File: src/rtl/ihrp_pkg.sv
package ihrp_pkg;

    localparam int MAX_RECORD_BYTES = 255;

    localparam int CH_W    = 8;
    localparam int NIB_W   = 4;
    localparam int BYTE_W  = 8;
    localparam int DIGIT_W = 10;
    localparam int INDEX_W = 9;
    localparam int ADDR_W  = 16;
    localparam int BASE_W  = 32;
    localparam int LINE_W  = 20;
    localparam int KIND_W  = 2;
    localparam int RKIND_W = 3;
    localparam int ERR_W   = 3;
    localparam int RECENT_DEPTH = 4;

    localparam logic [DIGIT_W-1:0] DIGIT_MAX = '1;
    localparam logic [INDEX_W-1:0] INDEX_MAX = '1;
    localparam logic [LINE_W-1:0]  LINE_MAX  = '1;

    localparam int QUEUE_DEPTH = 2;
    localparam int QPTR_W = (QUEUE_DEPTH > 1) ? $clog2(QUEUE_DEPTH) : 1;
    localparam int QCNT_W = $clog2(QUEUE_DEPTH + 1);

    typedef logic [2:0] cls_t;

    localparam cls_t CLS_CR    = 3'd0;
    localparam cls_t CLS_LF    = 3'd1;
    localparam cls_t CLS_COLON = 3'd2;
    localparam cls_t CLS_HEX   = 3'd3;
    localparam cls_t CLS_OTHER = 3'd4;

    localparam logic [CH_W-1:0] CHAR_CR    = 8'h0D;
    localparam logic [CH_W-1:0] CHAR_LF    = 8'h0A;
    localparam logic [CH_W-1:0] CHAR_COLON = 8'h3A;

    localparam logic [KIND_W-1:0] KIND_DATA   = 2'd0;
    localparam logic [KIND_W-1:0] KIND_ACCEPT = 2'd1;
    localparam logic [KIND_W-1:0] KIND_REJECT = 2'd2;

    localparam logic [ERR_W-1:0] ERR_NONE   = 3'd0;
    localparam logic [ERR_W-1:0] ERR_SYNTAX = 3'd1;
    localparam logic [ERR_W-1:0] ERR_ODD    = 3'd2;
    localparam logic [ERR_W-1:0] ERR_TYPE   = 3'd3;
    localparam logic [ERR_W-1:0] ERR_LENGTH = 3'd4;
    localparam logic [ERR_W-1:0] ERR_CSUM   = 3'd5;
    localparam logic [ERR_W-1:0] ERR_OFFSET = 3'd6;

    localparam logic [BYTE_W-1:0] REC_DATA      = 8'd0;
    localparam logic [BYTE_W-1:0] REC_EXT_SEG   = 8'd2;
    localparam logic [BYTE_W-1:0] REC_START_SEG = 8'd3;
    localparam logic [BYTE_W-1:0] REC_EXT_LIN   = 8'd4;
    localparam logic [BYTE_W-1:0] REC_START_LIN = 8'd5;
    localparam logic [BYTE_W-1:0] REC_TYPE_MAX  = 8'd5;

    typedef struct packed {
        cls_t             cls;
        logic [NIB_W-1:0] nib;
    } entry_t;

    typedef struct packed {
        logic [KIND_W-1:0]  kind;
        logic [BYTE_W-1:0]  data_value;
        logic [ADDR_W-1:0]  address;
        logic [RKIND_W-1:0] record_kind;
        logic [BASE_W-1:0]  base_address;
        logic [ERR_W-1:0]   error_code;
        logic [LINE_W-1:0]  line_number;
    } result_t;

endpackage

File: src/rtl/ihrp_front.sv
module ihrp_front (
    input  logic [ihrp_pkg::CH_W-1:0] ch,
    input  logic                      in_valid,
    output logic                      in_ready,
    input  logic                      q_full,
    output logic                      q_push,
    output ihrp_pkg::entry_t          q_entry
);

    always_comb
    begin
        q_entry.nib = '0;
        if (ch == ihrp_pkg::CHAR_CR)
        begin
            q_entry.cls = ihrp_pkg::CLS_CR;
        end
        else if (ch == ihrp_pkg::CHAR_LF)
        begin
            q_entry.cls = ihrp_pkg::CLS_LF;
        end
        else if (ch == ihrp_pkg::CHAR_COLON)
        begin
            q_entry.cls = ihrp_pkg::CLS_COLON;
        end
        else if (ch inside {[8'h30:8'h39]})
        begin
            q_entry.cls = ihrp_pkg::CLS_HEX;
            q_entry.nib = ch[3:0];
        end
        else if (ch inside {[8'h41:8'h46], [8'h61:8'h66]})
        begin
            q_entry.cls = ihrp_pkg::CLS_HEX;
            q_entry.nib = ch[3:0] + 4'd9;
        end
        else
        begin
            q_entry.cls = ihrp_pkg::CLS_OTHER;
        end
    end

    assign in_ready = !q_full;
    assign q_push   = in_valid && !q_full;

endmodule

File: src/rtl/ihrp_queue.sv
module ihrp_queue (
    input  logic             clk,
    input  logic             rst_n,
    input  logic             push,
    input  ihrp_pkg::entry_t push_entry,
    output logic             full,
    input  logic             pop,
    output logic             not_empty,
    output ihrp_pkg::entry_t head
);

    ihrp_pkg::entry_t                  slot_reg [ihrp_pkg::QUEUE_DEPTH];
    logic [ihrp_pkg::QPTR_W-1:0]       wr_ptr_reg;
    logic [ihrp_pkg::QPTR_W-1:0]       wr_ptr_next;
    logic [ihrp_pkg::QPTR_W-1:0]       rd_ptr_reg;
    logic [ihrp_pkg::QPTR_W-1:0]       rd_ptr_next;
    logic [ihrp_pkg::QCNT_W-1:0]       count_reg;
    logic [ihrp_pkg::QCNT_W-1:0]       count_next;

    localparam logic [ihrp_pkg::QPTR_W-1:0] LAST_PTR =
        ihrp_pkg::QPTR_W'(ihrp_pkg::QUEUE_DEPTH - 1);
    localparam logic [ihrp_pkg::QCNT_W-1:0] DEPTH_CNT =
        ihrp_pkg::QCNT_W'(ihrp_pkg::QUEUE_DEPTH);

    assign full      = (count_reg == DEPTH_CNT);
    assign not_empty = (count_reg != '0);
    assign head      = slot_reg[rd_ptr_reg];

    always_comb
    begin
        wr_ptr_next = wr_ptr_reg;
        rd_ptr_next = rd_ptr_reg;
        count_next  = count_reg;
        if (push)
        begin
            wr_ptr_next = (wr_ptr_reg == LAST_PTR) ? '0 : wr_ptr_reg + 1'b1;
        end
        if (pop)
        begin
            rd_ptr_next = (rd_ptr_reg == LAST_PTR) ? '0 : rd_ptr_reg + 1'b1;
        end
        if (push && !pop)
        begin
            count_next = count_reg + 1'b1;
        end
        else if (pop && !push)
        begin
            count_next = count_reg - 1'b1;
        end
    end

    always_ff @(posedge clk or negedge rst_n)
    begin
        if (!rst_n)
        begin
            wr_ptr_reg <= '0;
            rd_ptr_reg <= '0;
            count_reg  <= '0;
        end
        else
        begin
            wr_ptr_reg <= wr_ptr_next;
            rd_ptr_reg <= rd_ptr_next;
            count_reg  <= count_next;
        end
    end

    always_ff @(posedge clk)
    begin
        if (push)
        begin
            slot_reg[wr_ptr_reg] <= push_entry;
        end
    end

endmodule

File: src/rtl/ihrp_back.sv
module ihrp_back (
    input  logic             clk,
    input  logic             rst_n,
    input  logic             skip_bad_records,
    input  logic             q_valid,
    input  ihrp_pkg::entry_t q_entry,
    output logic             q_pop,
    input  logic             out_ready,
    output logic             out_valid,
    output ihrp_pkg::result_t res
);

    logic                                in_line_reg, in_line_next;
    logic [ihrp_pkg::ERR_W-1:0]          pend_reg, pend_next;
    logic [ihrp_pkg::DIGIT_W-1:0]        digit_count_reg, digit_count_next;
    logic [ihrp_pkg::NIB_W-1:0]          high_nibble_reg, high_nibble_next;
    logic [ihrp_pkg::BYTE_W-1:0]         held_byte_reg, held_byte_next;
    logic                                held_valid_reg, held_valid_next;
    logic [ihrp_pkg::BYTE_W-1:0]         length_reg, length_next;
    logic [ihrp_pkg::ADDR_W-1:0]         offset_reg, offset_next;
    logic [ihrp_pkg::BYTE_W-1:0]         type_reg, type_next;
    logic [ihrp_pkg::BYTE_W-1:0]         sum_reg, sum_next;
    logic [ihrp_pkg::INDEX_W-1:0]        data_index_reg, data_index_next;
    logic [ihrp_pkg::BYTE_W-1:0]         recent_reg [ihrp_pkg::RECENT_DEPTH];
    logic [ihrp_pkg::BYTE_W-1:0]         recent_next [ihrp_pkg::RECENT_DEPTH];
    logic [ihrp_pkg::LINE_W-1:0]         line_count_reg, line_count_next;
    logic                                halted_reg, halted_next;
    logic                                out_valid_reg, out_valid_next;
    ihrp_pkg::result_t                   res_reg, res_next;

    logic [ihrp_pkg::BYTE_W-1:0]         byte_val;
    logic [ihrp_pkg::INDEX_W-1:0]        byte_idx;
    logic [ihrp_pkg::INDEX_W-1:0]        pos;
    logic [ihrp_pkg::INDEX_W-1:0]        length_ext;
    logic                                length_ok;
    logic [ihrp_pkg::BYTE_W-1:0]         d [ihrp_pkg::RECENT_DEPTH];
    logic [ihrp_pkg::ERR_W-1:0]          fin_err;
    logic [ihrp_pkg::BASE_W-1:0]         fin_base;
    logic [ihrp_pkg::RKIND_W-1:0]        fin_rkind;

    assign q_pop      = q_valid && (!out_valid_reg || out_ready);
    assign byte_val   = {high_nibble_reg, q_entry.nib};
    assign byte_idx   = digit_count_reg[ihrp_pkg::DIGIT_W-1:1];
    assign pos        = data_index_reg - 1'b1;
    assign length_ext = {1'b0, length_reg};
    assign length_ok  = (length_ext <= ihrp_pkg::INDEX_W'(ihrp_pkg::MAX_RECORD_BYTES));

    always_comb
    begin
        for (int i = 0; i < ihrp_pkg::RECENT_DEPTH; i++)
        begin
            d[i] = (length_reg > ihrp_pkg::BYTE_W'(i)) ? recent_reg[i] : '0;
        end
    end

    always_comb
    begin
        fin_rkind = '0;
        if (digit_count_reg >= ihrp_pkg::DIGIT_W'(8) && type_reg <= ihrp_pkg::REC_TYPE_MAX)
        begin
            fin_rkind = type_reg[ihrp_pkg::RKIND_W-1:0];
        end

        if (digit_count_reg[0])
        begin
            fin_err = ihrp_pkg::ERR_ODD;
        end
        else if (pend_reg != ihrp_pkg::ERR_NONE)
        begin
            fin_err = pend_reg;
        end
        else if (digit_count_reg < ihrp_pkg::DIGIT_W'(10))
        begin
            fin_err = ihrp_pkg::ERR_SYNTAX;
        end
        else if (!length_ok || data_index_reg != (length_ext + 1'b1))
        begin
            fin_err = ihrp_pkg::ERR_LENGTH;
        end
        else if (sum_reg != '0)
        begin
            fin_err = ihrp_pkg::ERR_CSUM;
        end
        else if (type_reg != ihrp_pkg::REC_DATA && offset_reg != '0)
        begin
            fin_err = ihrp_pkg::ERR_OFFSET;
        end
        else
        begin
            fin_err = ihrp_pkg::ERR_NONE;
        end

        fin_base = '0;
        if (fin_err == ihrp_pkg::ERR_NONE)
        begin
            case (type_reg)
                ihrp_pkg::REC_EXT_SEG:
                begin
                    fin_base = {12'd0, d[0], d[1], 4'd0};
                end
                ihrp_pkg::REC_START_SEG, ihrp_pkg::REC_START_LIN:
                begin
                    fin_base = {d[0], d[1], d[2], d[3]};
                end
                ihrp_pkg::REC_EXT_LIN:
                begin
                    fin_base = {d[0], d[1], 16'd0};
                end
                default:
                begin
                    fin_base = '0;
                end
            endcase
        end
    end

    always_comb
    begin
        in_line_next     = in_line_reg;
        pend_next        = pend_reg;
        digit_count_next = digit_count_reg;
        high_nibble_next = high_nibble_reg;
        held_byte_next   = held_byte_reg;
        held_valid_next  = held_valid_reg;
        length_next      = length_reg;
        offset_next      = offset_reg;
        type_next        = type_reg;
        sum_next         = sum_reg;
        data_index_next  = data_index_reg;
        recent_next      = recent_reg;
        line_count_next  = line_count_reg;
        halted_next      = halted_reg;
        res_next         = res_reg;
        out_valid_next   = out_valid_reg && !out_ready;

        if (q_pop && !halted_reg)
        begin
            case (q_entry.cls)
                ihrp_pkg::CLS_CR:
                begin
                end
                ihrp_pkg::CLS_LF:
                begin
                    if (in_line_reg)
                    begin
                        out_valid_next        = 1'b1;
                        res_next.kind         = (fin_err == ihrp_pkg::ERR_NONE) ?
                                                ihrp_pkg::KIND_ACCEPT : ihrp_pkg::KIND_REJECT;
                        res_next.data_value   = '0;
                        res_next.address      = offset_reg;
                        res_next.record_kind  = fin_rkind;
                        res_next.base_address = fin_base;
                        res_next.error_code   = fin_err;
                        res_next.line_number  = line_count_reg;
                        if (fin_err != ihrp_pkg::ERR_NONE && !skip_bad_records)
                        begin
                            halted_next = 1'b1;
                        end
                    end
                    in_line_next     = 1'b0;
                    pend_next        = '0;
                    digit_count_next = '0;
                    high_nibble_next = '0;
                    held_byte_next   = '0;
                    held_valid_next  = 1'b0;
                    length_next      = '0;
                    offset_next      = '0;
                    type_next        = '0;
                    sum_next         = '0;
                    data_index_next  = '0;
                    for (int i = 0; i < ihrp_pkg::RECENT_DEPTH; i++)
                    begin
                        recent_next[i] = '0;
                    end
                    if (line_count_reg != ihrp_pkg::LINE_MAX)
                    begin
                        line_count_next = line_count_reg + 1'b1;
                    end
                end
                default:
                begin
                    if (!in_line_reg)
                    begin
                        in_line_next = 1'b1;
                        if (q_entry.cls != ihrp_pkg::CLS_COLON && pend_reg == ihrp_pkg::ERR_NONE)
                        begin
                            pend_next = ihrp_pkg::ERR_SYNTAX;
                        end
                    end
                    else if (q_entry.cls != ihrp_pkg::CLS_HEX)
                    begin
                        if (pend_reg == ihrp_pkg::ERR_NONE)
                        begin
                            pend_next = ihrp_pkg::ERR_SYNTAX;
                        end
                    end
                    else if (digit_count_reg != ihrp_pkg::DIGIT_MAX)
                    begin
                        digit_count_next = digit_count_reg + 1'b1;
                        if (!digit_count_reg[0])
                        begin
                            high_nibble_next = q_entry.nib;
                        end
                        else
                        begin
                            sum_next = sum_reg + byte_val;
                            if (byte_idx == ihrp_pkg::INDEX_W'(0))
                            begin
                                length_next = byte_val;
                            end
                            else if (byte_idx == ihrp_pkg::INDEX_W'(1))
                            begin
                                offset_next = {byte_val, 8'd0};
                            end
                            else if (byte_idx == ihrp_pkg::INDEX_W'(2))
                            begin
                                offset_next = offset_reg | {8'd0, byte_val};
                            end
                            else if (byte_idx == ihrp_pkg::INDEX_W'(3))
                            begin
                                type_next = byte_val;
                                if (byte_val > ihrp_pkg::REC_TYPE_MAX &&
                                    pend_reg == ihrp_pkg::ERR_NONE)
                                begin
                                    pend_next = ihrp_pkg::ERR_TYPE;
                                end
                            end
                            else
                            begin
                                if (held_valid_reg && pend_reg == ihrp_pkg::ERR_NONE &&
                                    type_reg == ihrp_pkg::REC_DATA && length_ok &&
                                    pos < length_ext)
                                begin
                                    out_valid_next        = 1'b1;
                                    res_next.kind         = ihrp_pkg::KIND_DATA;
                                    res_next.data_value   = held_byte_reg;
                                    res_next.address      = offset_reg + {7'd0, pos};
                                    res_next.record_kind  = '0;
                                    res_next.base_address = '0;
                                    res_next.error_code   = ihrp_pkg::ERR_NONE;
                                    res_next.line_number  = line_count_reg;
                                end
                                held_byte_next  = byte_val;
                                held_valid_next = 1'b1;
                                if (data_index_reg < ihrp_pkg::INDEX_W'(ihrp_pkg::RECENT_DEPTH))
                                begin
                                    recent_next[data_index_reg[1:0]] = byte_val;
                                end
                                if (data_index_reg != ihrp_pkg::INDEX_MAX)
                                begin
                                    data_index_next = data_index_reg + 1'b1;
                                end
                            end
                        end
                    end
                end
            endcase
        end
    end

    always_ff @(posedge clk or negedge rst_n)
    begin
        if (!rst_n)
        begin
            in_line_reg     <= 1'b0;
            pend_reg        <= '0;
            digit_count_reg <= '0;
            high_nibble_reg <= '0;
            held_byte_reg   <= '0;
            held_valid_reg  <= 1'b0;
            length_reg      <= '0;
            offset_reg      <= '0;
            type_reg        <= '0;
            sum_reg         <= '0;
            data_index_reg  <= '0;
            for (int i = 0; i < ihrp_pkg::RECENT_DEPTH; i++)
            begin
                recent_reg[i] <= '0;
            end
            line_count_reg  <= '0;
            halted_reg      <= 1'b0;
            out_valid_reg   <= 1'b0;
        end
        else
        begin
            in_line_reg     <= in_line_next;
            pend_reg        <= pend_next;
            digit_count_reg <= digit_count_next;
            high_nibble_reg <= high_nibble_next;
            held_byte_reg   <= held_byte_next;
            held_valid_reg  <= held_valid_next;
            length_reg      <= length_next;
            offset_reg      <= offset_next;
            type_reg        <= type_next;
            sum_reg         <= sum_next;
            data_index_reg  <= data_index_next;
            recent_reg      <= recent_next;
            line_count_reg  <= line_count_next;
            halted_reg      <= halted_next;
            out_valid_reg   <= out_valid_next;
        end
    end

    always_ff @(posedge clk)
    begin
        res_reg <= res_next;
    end

    assign out_valid = out_valid_reg;
    assign res       = res_reg;

    a_halt_sticky: assert property (@(posedge clk) disable iff (!rst_n)
        halted_reg |=> halted_reg)
        else $error("Halt cleared without reset.");

    a_halt_on_reject: assert property (@(posedge clk) disable iff (!rst_n)
        $rose(halted_reg) |-> out_valid_reg && res_reg.kind == ihrp_pkg::KIND_REJECT)
        else $error("Halt entered without a rejected record status.");

    a_status_code: assert property (@(posedge clk) disable iff (!rst_n)
        out_valid_reg |-> (res_reg.kind == ihrp_pkg::KIND_REJECT) ==
                          (res_reg.error_code != ihrp_pkg::ERR_NONE))
        else $error("Status kind disagrees with error code.");

    a_data_clean: assert property (@(posedge clk) disable iff (!rst_n)
        out_valid_reg && res_reg.kind == ihrp_pkg::KIND_DATA |->
            res_reg.record_kind == '0 && res_reg.base_address == '0)
        else $error("Data byte transaction carries status fields.");

    a_idle_line: assert property (@(posedge clk) disable iff (!rst_n)
        !in_line_reg |-> digit_count_reg == '0 && !held_valid_reg)
        else $error("Line state left over outside a line.");

endmodule

File: src/rtl/intel_hex_record_parser_top.sv
// Intel HEX record parser. One ASCII character is taken per transaction on
// the input channel, and the block sustains one character per clock cycle
// while out_ready does not hold back the output: a classifier decodes each
// character into a two-entry queue, and the line parser behind it retires
// one queued character per cycle, unless the output stalls, into a single
// output register, so throughput is set by that one-per-cycle parser step.
// A character is stored in the queue and its result in the output register.
// Each type-0 data byte comes out as its own transaction with its address,
// one byte behind, and each non-empty line ends with one status transaction
// carrying the record type, base address, error code and line number. With
// skip_bad_records low, a rejected record halts the block until reset.
module intel_hex_record_parser_top (
    input  logic                              clk,
    input  logic                              rst_n,
    input  logic                              cfg_we,
    input  logic                              cfg_wdata,
    input  logic                              in_valid,
    output logic                              in_ready,
    input  logic [ihrp_pkg::CH_W-1:0]         ch,
    output logic                              out_valid,
    input  logic                              out_ready,
    output logic [ihrp_pkg::KIND_W-1:0]       kind,
    output logic [ihrp_pkg::BYTE_W-1:0]       data_value,
    output logic [ihrp_pkg::ADDR_W-1:0]       address,
    output logic [ihrp_pkg::RKIND_W-1:0]      record_kind,
    output logic [ihrp_pkg::BASE_W-1:0]       base_address,
    output logic [ihrp_pkg::ERR_W-1:0]        error_code,
    output logic [ihrp_pkg::LINE_W-1:0]       line_number
);

    logic              skip_reg;
    logic              q_full;
    logic              q_push;
    ihrp_pkg::entry_t  push_entry;
    logic              q_pop;
    logic              q_not_empty;
    ihrp_pkg::entry_t  q_head;
    ihrp_pkg::result_t res;

    always_ff @(posedge clk or negedge rst_n)
    begin
        if (!rst_n)
        begin
            skip_reg <= 1'b0;
        end
        else if (cfg_we)
        begin
            skip_reg <= cfg_wdata;
        end
    end

    ihrp_front u_front (
        .ch       (ch),
        .in_valid (in_valid),
        .in_ready (in_ready),
        .q_full   (q_full),
        .q_push   (q_push),
        .q_entry  (push_entry)
    );

    ihrp_queue u_queue (
        .clk        (clk),
        .rst_n      (rst_n),
        .push       (q_push),
        .push_entry (push_entry),
        .full       (q_full),
        .pop        (q_pop),
        .not_empty  (q_not_empty),
        .head       (q_head)
    );

    ihrp_back u_back (
        .clk              (clk),
        .rst_n            (rst_n),
        .skip_bad_records (skip_reg),
        .q_valid          (q_not_empty),
        .q_entry          (q_head),
        .q_pop            (q_pop),
        .out_ready        (out_ready),
        .out_valid        (out_valid),
        .res              (res)
    );

    assign kind         = res.kind;
    assign data_value   = res.data_value;
    assign address      = res.address;
    assign record_kind  = res.record_kind;
    assign base_address = res.base_address;
    assign error_code   = res.error_code;
    assign line_number  = res.line_number;

endmodule
File: config.mk
export PLATFORM = sky130hd
export DESIGN_NAME = intel_hex_record_parser_top
export DESIGN_NICKNAME = d
export VERILOG_FILES = /design/src/rtl/ihrp_pkg.sv /design/src/rtl/ihrp_front.sv /design/src/rtl/ihrp_queue.sv /design/src/rtl/ihrp_back.sv /design/src/rtl/intel_hex_record_parser_top.sv
export SDC_FILE = /design/constraint.sdc
export NUM_CORES = 1
export LEC_CHECK = 0
export BUFFER_PORTS_ARGS = -buffer_cell sky130_fd_sc_hd__buf_4
export CAP_MARGIN = 20
export CORE_ASPECT_RATIO = 1.4
export CORE_MARGIN = 3
export CORE_UTILIZATION = 25
export CTS_BUF_LIST = sky130_fd_sc_hd__clkbuf_4 sky130_fd_sc_hd__clkbuf_8
export DETAILED_ROUTE_END_ITERATION = 10
export SETUP_SLACK_MARGIN = 0.15
export SYNTH_ARGS = -nofsm -noshare
export SYNTH_HDL_FRONTEND = slang
export SYNTH_SLANG_ARGS = --single-unit
File: constraint.sdc
create_clock -name clk -period 8.6 [get_ports clk]
set_input_delay 0.43 -clock clk [delete_from_list [all_inputs] [get_ports clk]]
set_output_delay 0.43 -clock clk [all_outputs]
set_load 0.05 [all_outputs]
==> results.sh, run 1 <==
export IMPL_cp_start_kind="flip-flop"
export IMPL_io_pins=100
export IMPL_insertion_delay_ns=0.56
export IMPL_rr_worst_depth=6
export IMPL_globalRouteOverflowTotal=0
export IMPL_finalCriticalPeriod_ns=4.036
export IMPL_cp_slowest_cell="buf_4"
export IMPL_path_cells="or3b_4, a2111oi_4, and3_1, nand4_1, o21ai_4, buf_4"
export IMPL_synth_distinct_cells=79
export IMPL_rsz0062_at_grt="no"
export IMPL_ys_warn_count=0
export IMPL_leakage_nw=5.918
export IMPL_maxCapViolCount=0
export IMPL_setup_violations=0
export IMPL_fin_skew_ns=0.03503
export IMPL_ys_flop_type="dfrtp_1"
export IMPL_cts_made_buffers=35
export IMPL_hold_path_class="in -> reg"
export IMPL_die_h_um=260.5
export IMPL_peakVddDrop_mv=0.08050
export IMPL_critPathCaptureType="flip-flop"
export IMPL_clock_sinks=232
export IMPL_drtAntennaViolNets=0
export IMPL_drc=0
export IMPL_setup_tns_ns=0
export IMPL_relSlewSlack_pct=36.83
export IMPL_layout_nets=1180
export IMPL_crit_family="compound AO/OA/AOI/OAI gates"
export IMPL_initial_core_util_pct=25.50
export IMPL_synth_seq_cells=232
export IMPL_wl_mm=29.97
export IMPL_fin_crit_sh_pct=46.93
export IMPL_largest_reg_flops=84
export IMPL_syn_avg_cell_area_sq_um=11.37
export IMPL_finalWorstSetupSlack_ns=4.564
export IMPL_dp_hpwl_mm=21.67
export IMPL_cts_buffer_depth=3
export IMPL_antenna_found_initial=1
export IMPL_synth_top_area_share_pct=28.99
export IMPL_io_buffer_count=99
export IMPL_post_drt_wl_per_cell_um=17.02
export IMPL_async_reset_ff_share_pct=57.76
export IMPL_synth_edff_count=98
export IMPL_dieArea_sq_um=48920
export IMPL_grt_max_degree=75
export IMPL_cp_num_buf_inv=1
export IMPL_post_cts_resized=0
export IMPL_crit_start="u_queue.rd_ptr_reg"
export IMPL_synth_area_sq_um=11570
export IMPL_fmax_ghz=0.2478
export IMPL_cts_tree="built"
export IMPL_synth_seq_area_share_pct=54.44
export IMPL_arrival_ns=4.20
export IMPL_root_buffer="clkbuf_8"
export IMPL_cp_max_fo=68
export IMPL_die_width_um=187.8
export IMPL_yosys_area_top_type="dfrtp_1"
export IMPL_r2r_start="u_queue.rd_ptr_reg"
export IMPL_rows=92
export IMPL_r2r_end="u_back.res[6]"
export IMPL_synth_nets=1075
export IMPL_crit_required_ns=8.77
export IMPL_cp_endpoint="u_back.res[6]"
export IMPL_worst_pin_slew_ns=0.9476
export IMPL_cp_num_cells=6
export IMPL_gp_congestion=0.9011
export IMPL_num_vias=8278
export IMPL_drive_gt1_share_pct=19.50
export IMPL_fillers=4705
export IMPL_outcome="complete, no violations"
export IMPL_power_density_nw_per_um2=180.0
export IMPL_slew_violations=0
export IMPL_slowest_delay_ns=0.76
export IMPL_clk_pin_slew_ns=0.07
export IMPL_grt_pass1_wl_mm=47.09
export IMPL_netlist_instances=1017
export IMPL_synthToLayoutAreaGrowth_pct=19.20
export IMPL_h_tree_depth=2
export IMPL_via_per_inst=4.701
export IMPL_synth_most_common_cell="dfrtp_1"
export IMPL_synthTopCellsByCount="dfrtp_1 (134), edfxtp_1 (98), nand2_1 (71)"
export IMPL_drt_iter0_drc=642
export IMPL_rrSetupSlack_ns=4.56
export IMPL_grt_pass1_vias=8354
export IMPL_dr_pass1_iters=5
export IMPL_pre_cts_slack_ns=4.566
export IMPL_synth_area_top_cells="dfrtp_1 (29%), edfxtp_1 (25%), ha_1 (4.5%)"
export IMPL_finalHoldViolations=0
export IMPL_criticalPathCategory="reg -> reg"
export IMPL_core_sq_um=45350
export IMPL_groute_usage_overall_pct=11.95
cells in the final DEF, fill, tap and decap left out, types with 23 or more instances in the layout:
cell / Yosys / final
ha_1: 42 / 42
clkbuf_8: 0 / 37
nor3_1: 49 / 49
buf_4: 2 / 111
inv_1: 51 / 51
dfrtp_1: 134 / 134
nor2_1: 61 / 61
nand2_1: 71 / 71
a22o_1: 36 / 36
edfxtp_1: 98 / 98
nor4_1: 23 / 23
mux2_2: 30 / 30
xnor2_1: 43 / 43
metal layers:
metal	up-vias	part of all wire, %	global-route usage [%]	wire length (um)
li1	3966	-	-	-
met5	-	0	0	0
met1	4051	40	13.31	11860
met3	76	4.1	2.029	1214
met4	0	4.9	6.423	1456
met2	185	52	21.70	15440
timing repair:
item / 4_1_cts / 5_1_grt
hold buffers: 1 / 0
endpoints found under the hold margin: 2 / 0
setup buffers: 0 / 0
final cells by class:
| class | instances | area [sq um] | share of cell area, % |
|---|---|---|---|
| Clock inverter | 23 | 252.7 | 1.833 |
| Sequential cell | 232 | 6296 | 45.67 |
| Tap cell | 611 | 764.5 | 5.545 |
| Timing Repair Buffer | 113 | 848.3 | 6.153 |
| Inverter | 52 | 195.2 | 1.416 |
| Antenna cell | 1 | 2.502 | 0.01815 |
| Multi-Input combinational cell | 688 | 4888 | 35.46 |
| Clock buffer | 41 | 539.3 | 3.911 |
through the flow:
step / std cells / instance area (sq um) / hold slack (ns) / util [%] / total power, mW
finish: 1761 / 13790 / 0.1105 / 30.40 / 2.481
global route: 1761 / 13790 / 0.1027 / 30.40 / 2.579
detailed placement: 1694 / 12980 / 0.4741 / 28.61 / 1.472
CTS: 1759 / 13780 / 0.07733 / 30.38 / 2.516
global placement: 1694 / 12980 / 0.4737 / 28.61 / 1.467
floorplan: 1017 / 11570 / 0.1344 / - / 1.376
worst min path at each step:
| stage | slack, ns | endpoint | start | depth (start not counted) |
|---|---|---|---|---|
| finish | 0.11 | skip_reg | cfg_wdata | 2 |
| global route | 0.10 | skip_reg | cfg_wdata | 2 |
| CTS | 0.08 | skip_reg | cfg_wdata | 2 |
| detailed placement | 0.47 | u_back.recent_reg[11] | u_back.recent_reg[11] | 1 |
| global placement | 0.47 | u_back.line_count_reg[17] | u_back.line_count_reg[17] | 1 |
| floorplan | 0.13 | skip_reg | rst_n | 0 |
logic make-up (layout without fill, tap and decap cells):
logic type / count (synthesis) / after routing / synth area share (%)
other cells: 0 / 1 / 0
simple gates: 354 / 354 / 16.64
buf+inv: 97 / 229 / 3.429
compound gates: 191 / 191 / 12.40
flops: 232 / 232 / 54.44
fa+ha+maj: 44 / 44 / 4.890
mux: 36 / 36 / 3.440
xor+xnor: 63 / 63 / 4.771
where the power goes:
group          switching (mW)  leakage (nW)  total, mW  internal, mW
combinational           0.172          2.59      0.247        0.0748
sequential             0.0219          2.93       1.20          1.18
clock                   0.457         0.404       1.03         0.577
No activity file was read; power rests on OpenSTA's default activity.
==> inputs of run 2 (changes only) <==
Clock period 8.6 ns to 3.5 ns, I/O delays scaled along.
==> results.sh, run 2 (same netlist as run 1, synthesis figures left out) <==
export IMPL_p_total_mw=6.017
export IMPL_rrSetupSlack_ns=0.45
export IMPL_maxCapViolCount=0
export IMPL_fin_crit_sh_pct=87.07
export IMPL_globalRouteOverflowTotal=0
export IMPL_postCtsSetupBuffers=0
export IMPL_placed_area_sq_um=13110
export IMPL_cts_made_buffers=36
export IMPL_drt_iter0_drc=614
export IMPL_relSlewSlack_pct=38.58
export IMPL_setup_tns_ns=0
export IMPL_fmax_ghz=0.3281
export IMPL_grt_pass1_vias=8527
export IMPL_dr_pass1_iters=7
export IMPL_initial_core_util_pct=25.50
export IMPL_outcome="complete, no violations"
export IMPL_leakage_nw=5.986
export IMPL_drtAntennaViolNets=0
export IMPL_post_route_cell_area_sq_um=13930
export IMPL_critPathCaptureType="flip-flop"
export IMPL_wl_mm=30.69
export IMPL_io_pins=100
export IMPL_hold_slack_ns=0.05012
export IMPL_final_common_cell="dfrtp_1"
export IMPL_crit_required_ns=3.80
export IMPL_rsz0062_at_grt="no"
export IMPL_path_common_cell="ha_1"
export IMPL_hold_buffers=5
export IMPL_root_buffer="clkbuf_8"
export IMPL_core_sq_um=45350
export IMPL_mostFrequentLayoutCells="dfrtp_1 (132), buf_4 (118), edfxtp_1 (98), nand2_1 (71), nor2_1 (61)"
export IMPL_drc=0
export IMPL_cts_buffer_depth=3
export IMPL_antenna_found_initial=1
export IMPL_post_drt_wl_per_cell_um=17.28
export IMPL_fillers=4688
export IMPL_cp_slowest_cell="dfrtp_2"
export IMPL_finalHoldViolations=0
export IMPL_slowest_delay_ns=0.46
export IMPL_setup_violations=0
export IMPL_clock_sinks=232
export IMPL_hold_path_class="in -> reg"
export IMPL_layout_nets=1194
export IMPL_finalWorstSetupSlack_ns=0.4525
export IMPL_num_vias=8389
export IMPL_clk_pin_slew_ns=0.06
export IMPL_criticalPathCategory="reg -> reg"
export IMPL_dieArea_sq_um=48920
export IMPL_worst_pin_slew_ns=0.9214
export IMPL_die_width_um=187.8
export IMPL_post_cts_resized=0
export IMPL_cp_max_fo=8
export IMPL_io_buffer_count=99
export IMPL_dp_hpwl_mm=22.44
export IMPL_via_per_inst=4.724
export IMPL_largest_reg_flops=84
export IMPL_die_h_um=260.5
export IMPL_drive_gt1_share_pct=21.22
export IMPL_synthToLayoutAreaGrowth_pct=20.41
export IMPL_pre_cts_slack_ns=0.4845
export IMPL_gp_congestion=0.9052
export IMPL_cts_tree="built"
export IMPL_power_density_nw_per_um2=432.0
export IMPL_path_cells="inv_2, ha_1, nand2b_1, nor4_2, xor2_1, ha_1, o21ai_0, a22oi_1, a311oi_1, nor3_1, nand4_1, xnor2_1"
export IMPL_grt_pass1_wl_mm=48.46
export IMPL_dp_cells=1703
export IMPL_finalNonFillerCells=1776
export IMPL_cp_start_kind="flip-flop"
export IMPL_arrival_ns=3.35
export IMPL_h_tree_depth=2
export IMPL_peakVddDrop_mv=0.1696
export IMPL_groute_usage_overall_pct=12.36
export IMPL_grt_max_degree=85
export IMPL_final_util_pct=30.71
export IMPL_finalCriticalPeriod_ns=3.048
export IMPL_insertion_delay_ns=0.58
export IMPL_slew_violations=0
export IMPL_fin_skew_ns=0.04087
export IMPL_rows=92
## run 2: cell count changes in the layout (fill, tap and decap cells not counted), sizes merged
cell         change
buf              +9
bufinv           -3
clkbuf           +7
clkinv           -4
dlygate4sd3      +4
inv              +2
## run 2: final timing paths
kind / startpoint / end / depth (start not counted)
setup reg to reg: u_back.data_index_reg[0] / u_back.res[71] / 12
setup / recovery: u_back.data_index_reg[0] / u_back.res[71] / 12
min in group asynchronous: rst_n / u_back.line_count_reg[9] / 2
max in group asynchronous: rst_n / u_back.recent_reg[7] / 3
hold reg to reg: u_back.held_valid_reg / u_back.held_valid_reg / 1
hold / removal: ch[3] / u_queue.slot_reg[0][3] / 3
## run 2: cell type report
class	count	area, sq um	share of cell area [%]
diodes	1	2.502	0.01797
clock buffers	48	604.3	4.339
multi-input cells	688	4923	35.35
flip-flops and latches	232	6299	45.23
clock inverters	18	157.7	1.132
inverters	52	195.2	1.401
repair buffers	126	980.9	7.043
well taps	611	764.5	5.489
## run 2: worst max-delay path, delay by kind of cell, from the launching register on
family | cells | cell delay (ns)
adders and majority gates | 2 | 0.54
AOI/OAI and AO/OA | 3 | 0.53
buffers and inverters | 1 | 0.11
xor gates and xnor gates | 2 | 0.29
DFF | 1 | 0.46
and+or+nand+nor | 4 | 0.84
## run 2: power by group
group / switching (mW) / internal, mW / total (mW)
logic: 0.439 / 0.208 / 0.647
registers: 0.0537 / 2.90 / 2.95
clock network: 1.12 / 1.30 / 2.42
## run 2: per-layer routing
layer | GRT usage [%] | up-vias | wire length [um]
met5 | 0 | - | 0
met4 | 4.964 | 0 | 1000
met3 | 1.841 | 54 | 1347
met2 | 23.21 | 213 | 16410
met1 | 13.97 | 4147 | 11930
li1 | - | 3975 | -
==> inputs of run 3 (changes only) <==
Settings changed: ABC_AREA set to 1, SKIP_LAST_GASP set to 1.
==> results.sh, run 3 <==
export IMPL_power_density_nw_per_um2=759.9
export IMPL_rows=93
export IMPL_finalHoldViolations=0
export IMPL_dr_pass1_iters=5
export IMPL_p_total_mw=10.71
export IMPL_synth_most_common_cell="nand2_1"
export IMPL_setup_tns_ns=0
export IMPL_rr_worst_depth=13
export IMPL_holdCritStartpoint="ch[2]"
export IMPL_clk_pin_slew_ns=0.07
export IMPL_async_reset_ff_share_pct=57.76
export IMPL_insertion_delay_ns=0.56
export IMPL_fin_skew_ns=0.02160
export IMPL_outcome="complete, no violations"
export IMPL_setup_violations=0
export IMPL_criticalPathCategory="reg -> reg"
export IMPL_synth_seq_cells=232
export IMPL_maxCapViolCount=0
export IMPL_crit_required_ns=3.80
export IMPL_synth_seq_area_share_pct=53.45
export IMPL_mostFrequentLayoutCells="nand2_1 (339), inv_1 (144), dfrtp_1 (134), nor2_1 (133), buf_4 (108)"
export IMPL_antenna_found_initial=1
export IMPL_post_drt_wl_per_cell_um=14.69
export IMPL_drt_iter0_drc=624
export IMPL_ys_warn_count=0
export IMPL_final_common_cell="nand2_1"
export IMPL_syn_avg_cell_area_sq_um=9.019
export IMPL_yosys_area_top_type="dfrtp_1"
export IMPL_rrSetupSlack_ns=0.42
export IMPL_worst_pin_slew_ns=0.7198
export IMPL_cts_tree="built"
export IMPL_dp_hpwl_mm=22.20
export IMPL_initial_core_util_pct=25.43
export IMPL_largest_reg_flops=84
export IMPL_ys_flop_type="dfrtp_1"
export IMPL_whs_path_depth=3
export IMPL_slew_violations=0
export IMPL_dieArea_sq_um=49790
export IMPL_synth_top_area_share_pct=28.47
export IMPL_cp_max_fo=10
export IMPL_num_vias=9258
export IMPL_cts_buffer_depth=3
export IMPL_cts_made_buffers=39
export IMPL_synth_area_sq_um=11780
export IMPL_gp_congestion=0.8976
export IMPL_fmax_ghz=0.3244
export IMPL_synth_distinct_cells=51
export IMPL_r2r_start="u_back.data_index_reg[0]"
export IMPL_synth_edff_count=98
export IMPL_path_cells="inv_2, ha_4, xor2_1, ha_1, nand2_1, o21ai_1, inv_1, o21ai_0, inv_1, o21ai_1, nand3_1, nor3b_1, xor2_1"
export IMPL_finalCriticalPeriod_ns=3.083
export IMPL_hold_path_class="in -> reg"
export IMPL_grt_max_degree=85
export IMPL_r2r_end="u_back.res[73]"
export IMPL_synth_area_top_cells="dfrtp_1 (28%), edfxtp_1 (25%), nand2_1 (11%)"
export IMPL_fin_crit_sh_pct=88.08
export IMPL_core_sq_um=46310
export IMPL_post_route_cell_area_sq_um=14090
export IMPL_peakVddDrop_mv=0.3100
export IMPL_critPathCaptureType="flip-flop"
export IMPL_synth_nets=1364
export IMPL_die_width_um=189.5
export IMPL_min_to="u_queue.slot_reg[1][2]"
export IMPL_h_tree_depth=2
export IMPL_layout_nets=1488
export IMPL_placed_area_sq_um=13230
export IMPL_globalRouteOverflowTotal=0
export IMPL_grt_pass1_vias=9299
export IMPL_wl_mm=30.52
export IMPL_postCtsSetupBuffers=0
export IMPL_rsz0062_at_grt="yes"
export IMPL_die_h_um=262.8
export IMPL_grt_pass1_wl_mm=49.42
export IMPL_leakage_nw=6.329
export IMPL_clock_sinks=232
export IMPL_root_buffer="clkbuf_8"
export IMPL_synthTopCellsByCount="nand2_1 (341), inv_1 (147), dfrtp_1 (134), nor2_1 (134), edfxtp_1 (98)"
export IMPL_drtAntennaViolNets=0
export IMPL_groute_usage_overall_pct=12.22
export IMPL_io_pins=100
export IMPL_synthToLayoutAreaGrowth_pct=19.63
export IMPL_relSlewSlack_pct=52.01
export IMPL_netlist_instances=1306
export IMPL_cp_start_kind="flip-flop"
export IMPL_via_per_inst=4.455
export IMPL_io_buffer_count=99
export IMPL_cp_slowest_cell="dfrtp_1"
export IMPL_drc=0
export IMPL_arrival_ns=3.38
export IMPL_drive_gt1_share_pct=14.66
export IMPL_slowest_delay_ns=0.43
-- run 3: repair_timing --
item,in CTS,in global routing
gates resized for setup,0,2
hold buffers,5,0
hold endpoints to repair,53,0
endpoints found under the setup margin,0,4
-- run 3: area by class of cell --
cell class	count	area [sq um]
Antenna cell	1	2.502
Clock buffer	56	701.9
Clock inverter	15	102.6
Fill cell	4920	32220
Inverter	151	573.1
Multi-Input combinational cell	891	4742
Sequential cell	232	6296
Tap cell	617	772.0
Timing Repair Buffer	115	900.9
-- run 3: worst max path at each step --
stage                     slack [ns]  depth (start not counted)        endpoint                      from
after floorplan                 0.15                         13   u_back.res[0]  u_back.data_index_reg[0]
after global placement          0.41                         13  u_back.res[73]  u_back.data_index_reg[0]
after detailed placement        0.27                         13  u_back.res[73]  u_back.data_index_reg[0]
after CTS                       0.24                         13  u_back.res[73]  u_back.data_index_reg[0]
after global routing            0.14                         16  u_back.res[33]      u_back.length_reg[1]
final                           0.42                         13  u_back.res[73]  u_back.data_index_reg[0]
-- run 3: report_power, final --
group	total (mW)	switching [mW]	internal, mW
logic	4.34	2.88	1.46
clock network	2.50	1.13	1.37
registers	3.87	0.466	3.40
-- run 3: kinds of logic (layout without fill, tap and decap cells) --
logic type | after synthesis | in the layout | synth area share (%)
compound gates | 172 | 172 | 8.498
other cells | 0 | 1 | 0
buf+inv | 183 | 337 | 6.607
simple gates | 621 | 621 | 22.63
fa+ha+maj | 44 | 44 | 4.801
xor+xnor | 54 | 54 | 4.015
flops | 232 | 232 | 53.45
-- run 3: worst max-delay path: cells and delay by family (launching register included) --
kind / cells / cell delay (ns)
AND/OR/NAND/NOR: 3 / 0.50
adder cells (fa/ha/maj): 2 / 0.58
buffers and inverters: 3 / 0.31
flip-flops: 1 / 0.43
XOR/XNOR: 2 / 0.27
AO/OA/AOI/OAI: 3 / 0.73
-- run 3: through the flow --
step           worst slack, ns  std cells  hold slack (ns)  util (%)
6_report                0.4174       2078          0.04215     30.43
5_1_grt                 0.1389       2078          0.05156     30.43
4_1_cts                 0.2440       2077          0.01192     30.42
3_5_place_dp            0.2697       2001           0.2609     28.58
3_3_place_gp            0.4058       2001           0.2555     28.58
2_1_floorplan           0.1483       1306          -0.1206         -
-- run 3: routing by layer --
metal,vias up,GRT usage (%),routed length (um)
li1,4562,-,-
met1,4372,14.48,12450
met2,251,21.29,15390
met3,73,2.549,1675
met4,0,5.238,1011
met5,-,0,0
